`src/hdl/srdt_pkg.sv`:
```
package srdt_pkg;

  localparam int MAX_ENTRIES = 16;
  localparam int NAME_BYTES  = 16;

  localparam int ADDR_W     = 48;
  localparam int RSSI_W     = 8;
  localparam int LEN_W      = 5;
  localparam int NAME_HW    = 64;
  localparam int IDX_W      = 4;
  localparam int MODE_W     = 2;
  localparam int STATUS_W   = 3;
  localparam int OUT_CNT_W  = 5;

  // Filled count runs 0..MAX_ENTRIES; probe position uses the same width.
  localparam int COUNT_W = $clog2(MAX_ENTRIES + 1);
  // Width in which the read index and a position are compared.
  localparam int CMP_W   = (COUNT_W > IDX_W) ? COUNT_W : IDX_W;

  localparam int IN_FIELDS_W  = ADDR_W + RSSI_W + LEN_W + 2 * NAME_HW + IDX_W;
  localparam int IN_TDATA_W   = ((IN_FIELDS_W + 7) / 8) * 8;
  localparam int IN_PAD_W     = IN_TDATA_W - IN_FIELDS_W;
  localparam int OUT_FIELDS_W = OUT_CNT_W + ADDR_W + RSSI_W + LEN_W + 2 * NAME_HW;
  localparam int OUT_TDATA_W  = ((OUT_FIELDS_W + 7) / 8) * 8;
  localparam int OUT_PAD_W    = OUT_TDATA_W - OUT_FIELDS_W;

  localparam logic [MODE_W-1:0] MODE_CLEAR    = 2'd1;
  localparam int                MODE_READ_BIT = 1;

  typedef enum logic [STATUS_W-1:0] {
    ST_ADDED       = 3'd0,
    ST_NAME_FILLED = 3'd1,
    ST_UNCHANGED   = 3'd2,
    ST_FULL        = 3'd3,
    ST_CLEARED     = 3'd4,
    ST_READ_OK     = 3'd5,
    ST_BEYOND      = 3'd6
  } status_e;

  typedef struct packed {
    logic [ADDR_W-1:0]        addr;
    logic signed [RSSI_W-1:0] rssi;
    logic [LEN_W-1:0]         len;
    logic [NAME_HW-1:0]       lo;
    logic [NAME_HW-1:0]       hi;
  } entry_t;

  // Item held steady on every cell while a probe walks the row.
  typedef struct packed {
    logic               rd;
    entry_t             ent;
    logic [CMP_W-1:0]   idx;
    logic [COUNT_W-1:0] count;
  } item_t;

  typedef struct packed {
    logic               live;
    logic               done;
    status_e            status;
    logic [COUNT_W-1:0] pos;
    entry_t             data;
  } probe_t;

endpackage

```
`src/hdl/srdt_cell.sv`:
```
module srdt_cell (
  input  logic            clk_i,
  input  logic            rst_ni,
  input  srdt_pkg::item_t  item_i,
  input  srdt_pkg::probe_t probe_i,
  output srdt_pkg::probe_t probe_o
);
  import srdt_pkg::*;

  entry_t ent_q;
  probe_t probe_q;
  probe_t probe_d;
  logic   wr_all;
  logic   wr_name;

  always_comb begin
    probe_d     = probe_i;
    probe_d.pos = probe_i.pos + 1'b1;
    wr_all      = 1'b0;
    wr_name     = 1'b0;
    if (probe_i.live && !probe_i.done) begin
      if (item_i.rd) begin
        if (CMP_W'(probe_i.pos) == item_i.idx) begin
          probe_d.done   = 1'b1;
          probe_d.status = ST_READ_OK;
          probe_d.data   = ent_q;
        end
      end else if (probe_i.pos < item_i.count) begin
        if (ent_q.addr == item_i.ent.addr) begin
          probe_d.done = 1'b1;
          if ((item_i.ent.len != '0) && (ent_q.len == '0)) begin
            wr_name        = 1'b1;
            probe_d.status = ST_NAME_FILLED;
          end else begin
            probe_d.status = ST_UNCHANGED;
          end
        end
      end else if (probe_i.pos == item_i.count) begin
        // first free slot: append here
        wr_all         = 1'b1;
        probe_d.done   = 1'b1;
        probe_d.status = ST_ADDED;
      end
    end
  end

  always_ff @(posedge clk_i or negedge rst_ni) begin
    if (!rst_ni) begin
      probe_q <= '0;
    end else begin
      probe_q <= probe_d;
    end
  end

  always_ff @(posedge clk_i) begin
    if (wr_all) begin
      ent_q <= item_i.ent;
    end else if (wr_name) begin
      ent_q.len <= item_i.ent.len;
      ent_q.lo  <= item_i.ent.lo;
      ent_q.hi  <= item_i.ent.hi;
    end
  end

  assign probe_o = probe_q;

endmodule

```
`config.mk`:
```
export PLATFORM = sky130hd
export DESIGN_NAME = srdt_cell
export DESIGN_NICKNAME = d
export VERILOG_FILES = /design/src/hdl/srdt_pkg.sv /design/src/hdl/srdt_cell.sv
export SDC_FILE = /design/constraint.sdc
export NUM_CORES = 1
export LEC_CHECK = 0
export BUFFER_PORTS_ARGS = -buffer_cell sky130_fd_sc_hd__buf_4
export CORE_AREA = 2 2 235 237
export CTS_CLUSTER_SIZE = 12
export DETAILED_ROUTE_END_ITERATION = 16
export DIE_AREA = 0 0 237 239
export GPL_TIMING_DRIVEN = 1
export SYNTH_ARGS = -nofsm -noshare
export SYNTH_HDL_FRONTEND = slang
export SYNTH_SLANG_ARGS = --single-unit
```
`constraint.sdc`:
```
create_clock -name clk_i -period 22.2 [get_ports clk_i]
set_input_delay 2.22 -clock clk_i [delete_from_list [all_inputs] [get_ports clk_i]]
set_output_delay 2.22 -clock clk_i [all_outputs]
set_load 0.01 [all_outputs]
```
# == Word-level counts from Yosys, hierarchy flattened ==
# Index checks and enable logic that the tools add are counted.
# W data, S select, Z words.
# classes
n_reduce_logical,6
add_sub_neg,1
mux,21
eq_ne,3
magnitude_cmp,1
# op_table
cell,n
$mux W189,3
$mux W133,2
$eq A48 B48 Y1,1
$mux W4,6
$eq A5 B5 Y1,2
$mux W1,9
$add A5 B1 Y5 const B,1
$logic_not A5 Y1,1
$lt A5 B5 Y1,1
$reduce_bool A5 Y1,1
$logic_and A1 B1 Y1,2
$mux W2,1
$reduce_bool A2 Y1,1
$logic_not A1 Y1,1
# totals
word_cells,46
reg_bits,388

# == Longest topological paths before layout ==
# logic_depth
word_depth,9
mapped_depth,8
mapped_depth_nobuf,8

# == Least setup slack after synthesis ==
# Ideal clock, no wire load.
# synth_timing
path_kind,input port to flip-flop
start,in item_i[1] (netlist bit)
end,reg ent_q[0] (netlist bit) (enable)
required_ns,21.530
n_path_buf,0
slack_ns,11.854
cell_stages,8
t_arrival_ns,9.677
cell_sequence,inv_1 -> ha_1 -> nor2b_1 -> o21ai_0 -> a21oi_1 -> and3b_1 -> nand3_1 -> a21oi_1
# synth_between
elab_chain_len,6
elab_cells_between_ends,10
cone_classes,order compare (1); eq/ne (1); mux (7); reduce/logical (1)
# synth_rtl
item,line,source
from (decl),srdt_cell.sv:4,"input srdt_pkg::item_t item_i,"
branches (longest 5 deep; another with $lt A5 B5 Y1),-,
$reduce_bool A2 Y1 (no line) (*),-,
to (signal assigned),srdt_cell.sv:57,ent_q <= item_i.ent;
to (decl),srdt_cell.sv:10,entry_t ent_q;
# Every way passes the cells marked *.
# A chain may end at the register's enable or synchronous reset.

# == Final worst setup path ==
# layout_timing
start,in item_i[198] (netlist bit)
end,reg ent_q[124] (netlist bit) (enable)
# layout_between
elab_chain_len,6
# layout_rtl
item,line,source
$eq A48 B48 Y1,srdt_cell.sv:29,if (ent_q.addr == item_i.ent.addr) begin
$mux W1,srdt_cell.sv:29,
$mux W1,srdt_cell.sv:28,end else if (probe_i.pos < item_i.count) begin
$mux W1,srdt_cell.sv:22,if (item_i.rd) begin
$mux W1,srdt_cell.sv:21,if (probe_i.live && !probe_i.done) begin
$reduce_bool A2 Y1 (no line),-,
# Every way passes these cells.

==> results.json <==
{
  "cts_hold_buffers": 0,
  "synth_area_leaders": "edfxtp_1 (40%), dfrtp_1 (35%), mux2_4 (11%), mux2_2 (7.0%), xnor2_1 (2.6%)",
  "htreeDepth": 2,
  "io_pins": 600,
  "ir_worst_vdd_uv": 45.0,
  "finalCritPeriodShare": 0.269,
  "cp.arrival_ns": 6.15,
  "dp_hpwl_mm": 31.2,
  "grt_usage": 0.142,
  "reg2reg_from": "ent_q[188]",
  "nets": 1759,
  "cts_tree": "done",
  "drc": 0,
  "fin_tns_setup_ns": 0,
  "skew_ns": 0.0216,
  "grt_pass1_vias": 9369,
  "dp.cells": 2011,
  "min_path_cells": 1,
  "holdPathEnd": "probe_o[72]",
  "nFillCells": 5100,
  "critPathLaunchType": "input port",
  "area_delta_synth_final_pct": 47.0,
  "ant_nets": 0,
  "postCtsSetupRepairBufs": 0,
  "cp_max_fo": 68,
  "grt_setup_unrepaired": "no",
  "die_area_um2": 56600,
  "r2r_slack_ns": 17.59,
  "wire_per_inst_um": 20.0,
  "finalWeightedCongestion": 0.784,
  "detail_route.iter0.violations": 362,
  "r2r_end": "ent_q[124]",
  "maxCapViolCount": 0,
  "vias": 8618,
  "power.leakage_nw": 9.26,
  "netlist_area_um2": 14300,
  "cts-root-buf": "clkbuf_16",
  "synth.net_count": 1128,
  "rows": 86,
  "clock_sinks": 388,
  "drive_above_1_share": 0.621,
  "ys_seq_area_frac": 0.747,
  "io_buffers": 599,
  "hp-class": "register to register",
  "postLayoutCoreUtil": 0.386,
  "finalSetupViolCount": 0,
  "synth_cell_types": 32,
  "grt_pass1_wl_mm": 59.7,
  "cts_buffer_depth": 3,
  "path_class": "input port to register",
  "layoutNonFillerInstCount": 2090,
  "cts_buffers": 43,
  "synth_seq_cells": 388,
  "max_freq_ghz": 0.167,
  "power.density_nw_per_um2": 78.1,
  "final_max_slew_viol_count": 0,
  "core_area_um2": 54300,
  "die_x_um": 237,
  "fin_ws_ns": 16.23,
  "reg2reg_depth": 8,
  "vias_per_cell": 4.12,
  "antenna_cells": 0,
  "fin_crit_ns": 5.97,
  "grt_max_degree": 88,
  "relSlewSlack": 0.320,
  "hold_viol": 0,
  "clk_pin_slew_ns": 0.06,
  "clk_latency_ns": 0.57,
  "chipHeight_um": 239,
  "antenna_found_initial": 2,
  "yosys.area.top_type": "edfxtp_1",
  "crit_required_ns": 22.38,
  "synth_top_area_frac": 0.398,
  "wl_mm": 41.8,
  "synthCells": 721,
  "dr.pass1.iters": 6,
  "yosys_warnings": 0,
  "worstMarginPinSlew_ns": 1.02,
  "cts_resized": 0,
  "start_util": 0.262,
  "dp_slack_ns": 15.50,
  "endpoint_kind": "register",
  "synth.avg_cell_area_um2": 19.8,
  "holdWs_ns": 0.469,
  "min_from": "ent_q[72]",
  "outcome": "finished, final reports clean",
  "gr-total-overflow": 0
}
[cells in the mapped netlist, drive strengths merged]
| master | instances |
|---|---|
| o211ai | 2 |
| and3 | 1 |
| edfxtp | 189 |
| and4 | 1 |
| a21oi | 4 |
| inv | 5 |
| ha | 6 |
| mux2 | 189 |
| nand2 | 2 |
| dfrtp | 199 |
| nand2b | 2 |
| or2 | 1 |
| xor2 | 14 |
| nand4b | 1 |
| nand3b | 2 |
| xnor2 | 42 |
| nor2 | 5 |
| a21o | 1 |
| and3b | 1 |
| nand3 | 5 |
| nor3 | 4 |
| nor2b | 1 |
| nor4 | 4 |
| a41oi | 1 |
| buf | 20 |
| o21ai | 4 |
| or4 | 2 |
| nand4 | 13 |
[worst max-delay path: stages]
cell and delay [ns]:
buf_4 0.12, xnor2_1 0.47, nand4_1 0.15, nor4_1 0.71, and4_1 0.41, nand3_1 0.15, a21oi_4 0.23, buf_4 0.73
buf_4 0.79
[sequential cells by signal, indices dropped and copies added (netlist names)]
name and count:
ent_q 189, probe_o 199
[metrics by stage]
stage / power, mW / area [µm²]
after global placement: 0.946 / 19600
final: 1.64 / 21000
after CTS: 1.66 / 21000
after detailed placement: 0.949 / 19600
after floorplan: 0.839 / 14300
after global routing: 1.70 / 21000
[routing by layer]
metal  GRT usage  vias to the layer above  wire length [µm]
met5           0                        -                13
met4      0.0479                        2              1130
met3      0.0425                       71              3110
met2       0.248                      357             21500
met1       0.165                     4276             16100
li1            -                     3912                 -
[worst max path at each step]
stage           startpoint          to  slack [ns]  cells after the start
2_1_floorplan    item_i[1]    ent_q[0]       11.85                      8
3_3_place_gp   item_i[198]  ent_q[110]       15.48                      9
3_5_place_dp   item_i[198]  ent_q[114]       15.50                      9
4_1_cts        item_i[198]  ent_q[127]       16.10                      9
5_1_grt        item_i[198]  ent_q[127]       16.00                      9
6_report       item_i[198]  ent_q[124]       16.23                      9
[layout make-up]
class / instances / area [µm²] / area share
tap: 704 / 881 / 0.0420
sequential: 388 / 10700 / 0.509
clock inverter: 14 / 164 / 0.00782
clock buffer: 65 / 1230 / 0.0586
inverter: 5 / 18.8 / 0.000896
timing repair buffer: 606 / 4560 / 0.218
multi-input combinational: 308 / 3450 / 0.164
[cell families after synthesis]
logic type | share of synthesized area
flip-flops | 0.747
multiplexers | 0.176
XOR/XNOR | 0.0344
AND/OR/NAND/NOR | 0.0191
buffers and inverters | 0.0132
AO/OA/AOI/OAI | 0.00500
adder cells (fa/ha/maj) | 0.00527
[cells in the final DEF (no fill, tap or decap), types with 2 or more instances in the layout]
cell	synthesis	routed
buf_4	0	605
dfrtp_1	199	199
edfxtp_1	189	189
mux2_4	100	100
mux2_2	89	89
clkbuf_16	0	43
xnor2_1	42	42
clkbuf_1	0	15
xor2_1	14	14
nand4_1	13	13
clkbuf_8	0	7
ha_1	6	6
inv_1	5	5
nand3_1	5	5
nor2_1	5	4
nor4_1	4	4
o21ai_0	4	4
nor3_1	3	3
a21oi_1	4	3
clkinv_1	0	3
clkinv_2	0	3
nand2b_1	2	2
nand3b_1	2	2
or4_1	2	2
o211ai_1	2	2
clkinv_8	0	2
bufinv_16	0	2
[where the power goes]
group	internal (mW)	switching, mW
Clock	0.409	0.295
Combinational	0.0928	0.0557
Sequential	0.777	0.00703
Power figures use the tool's default switching activity.
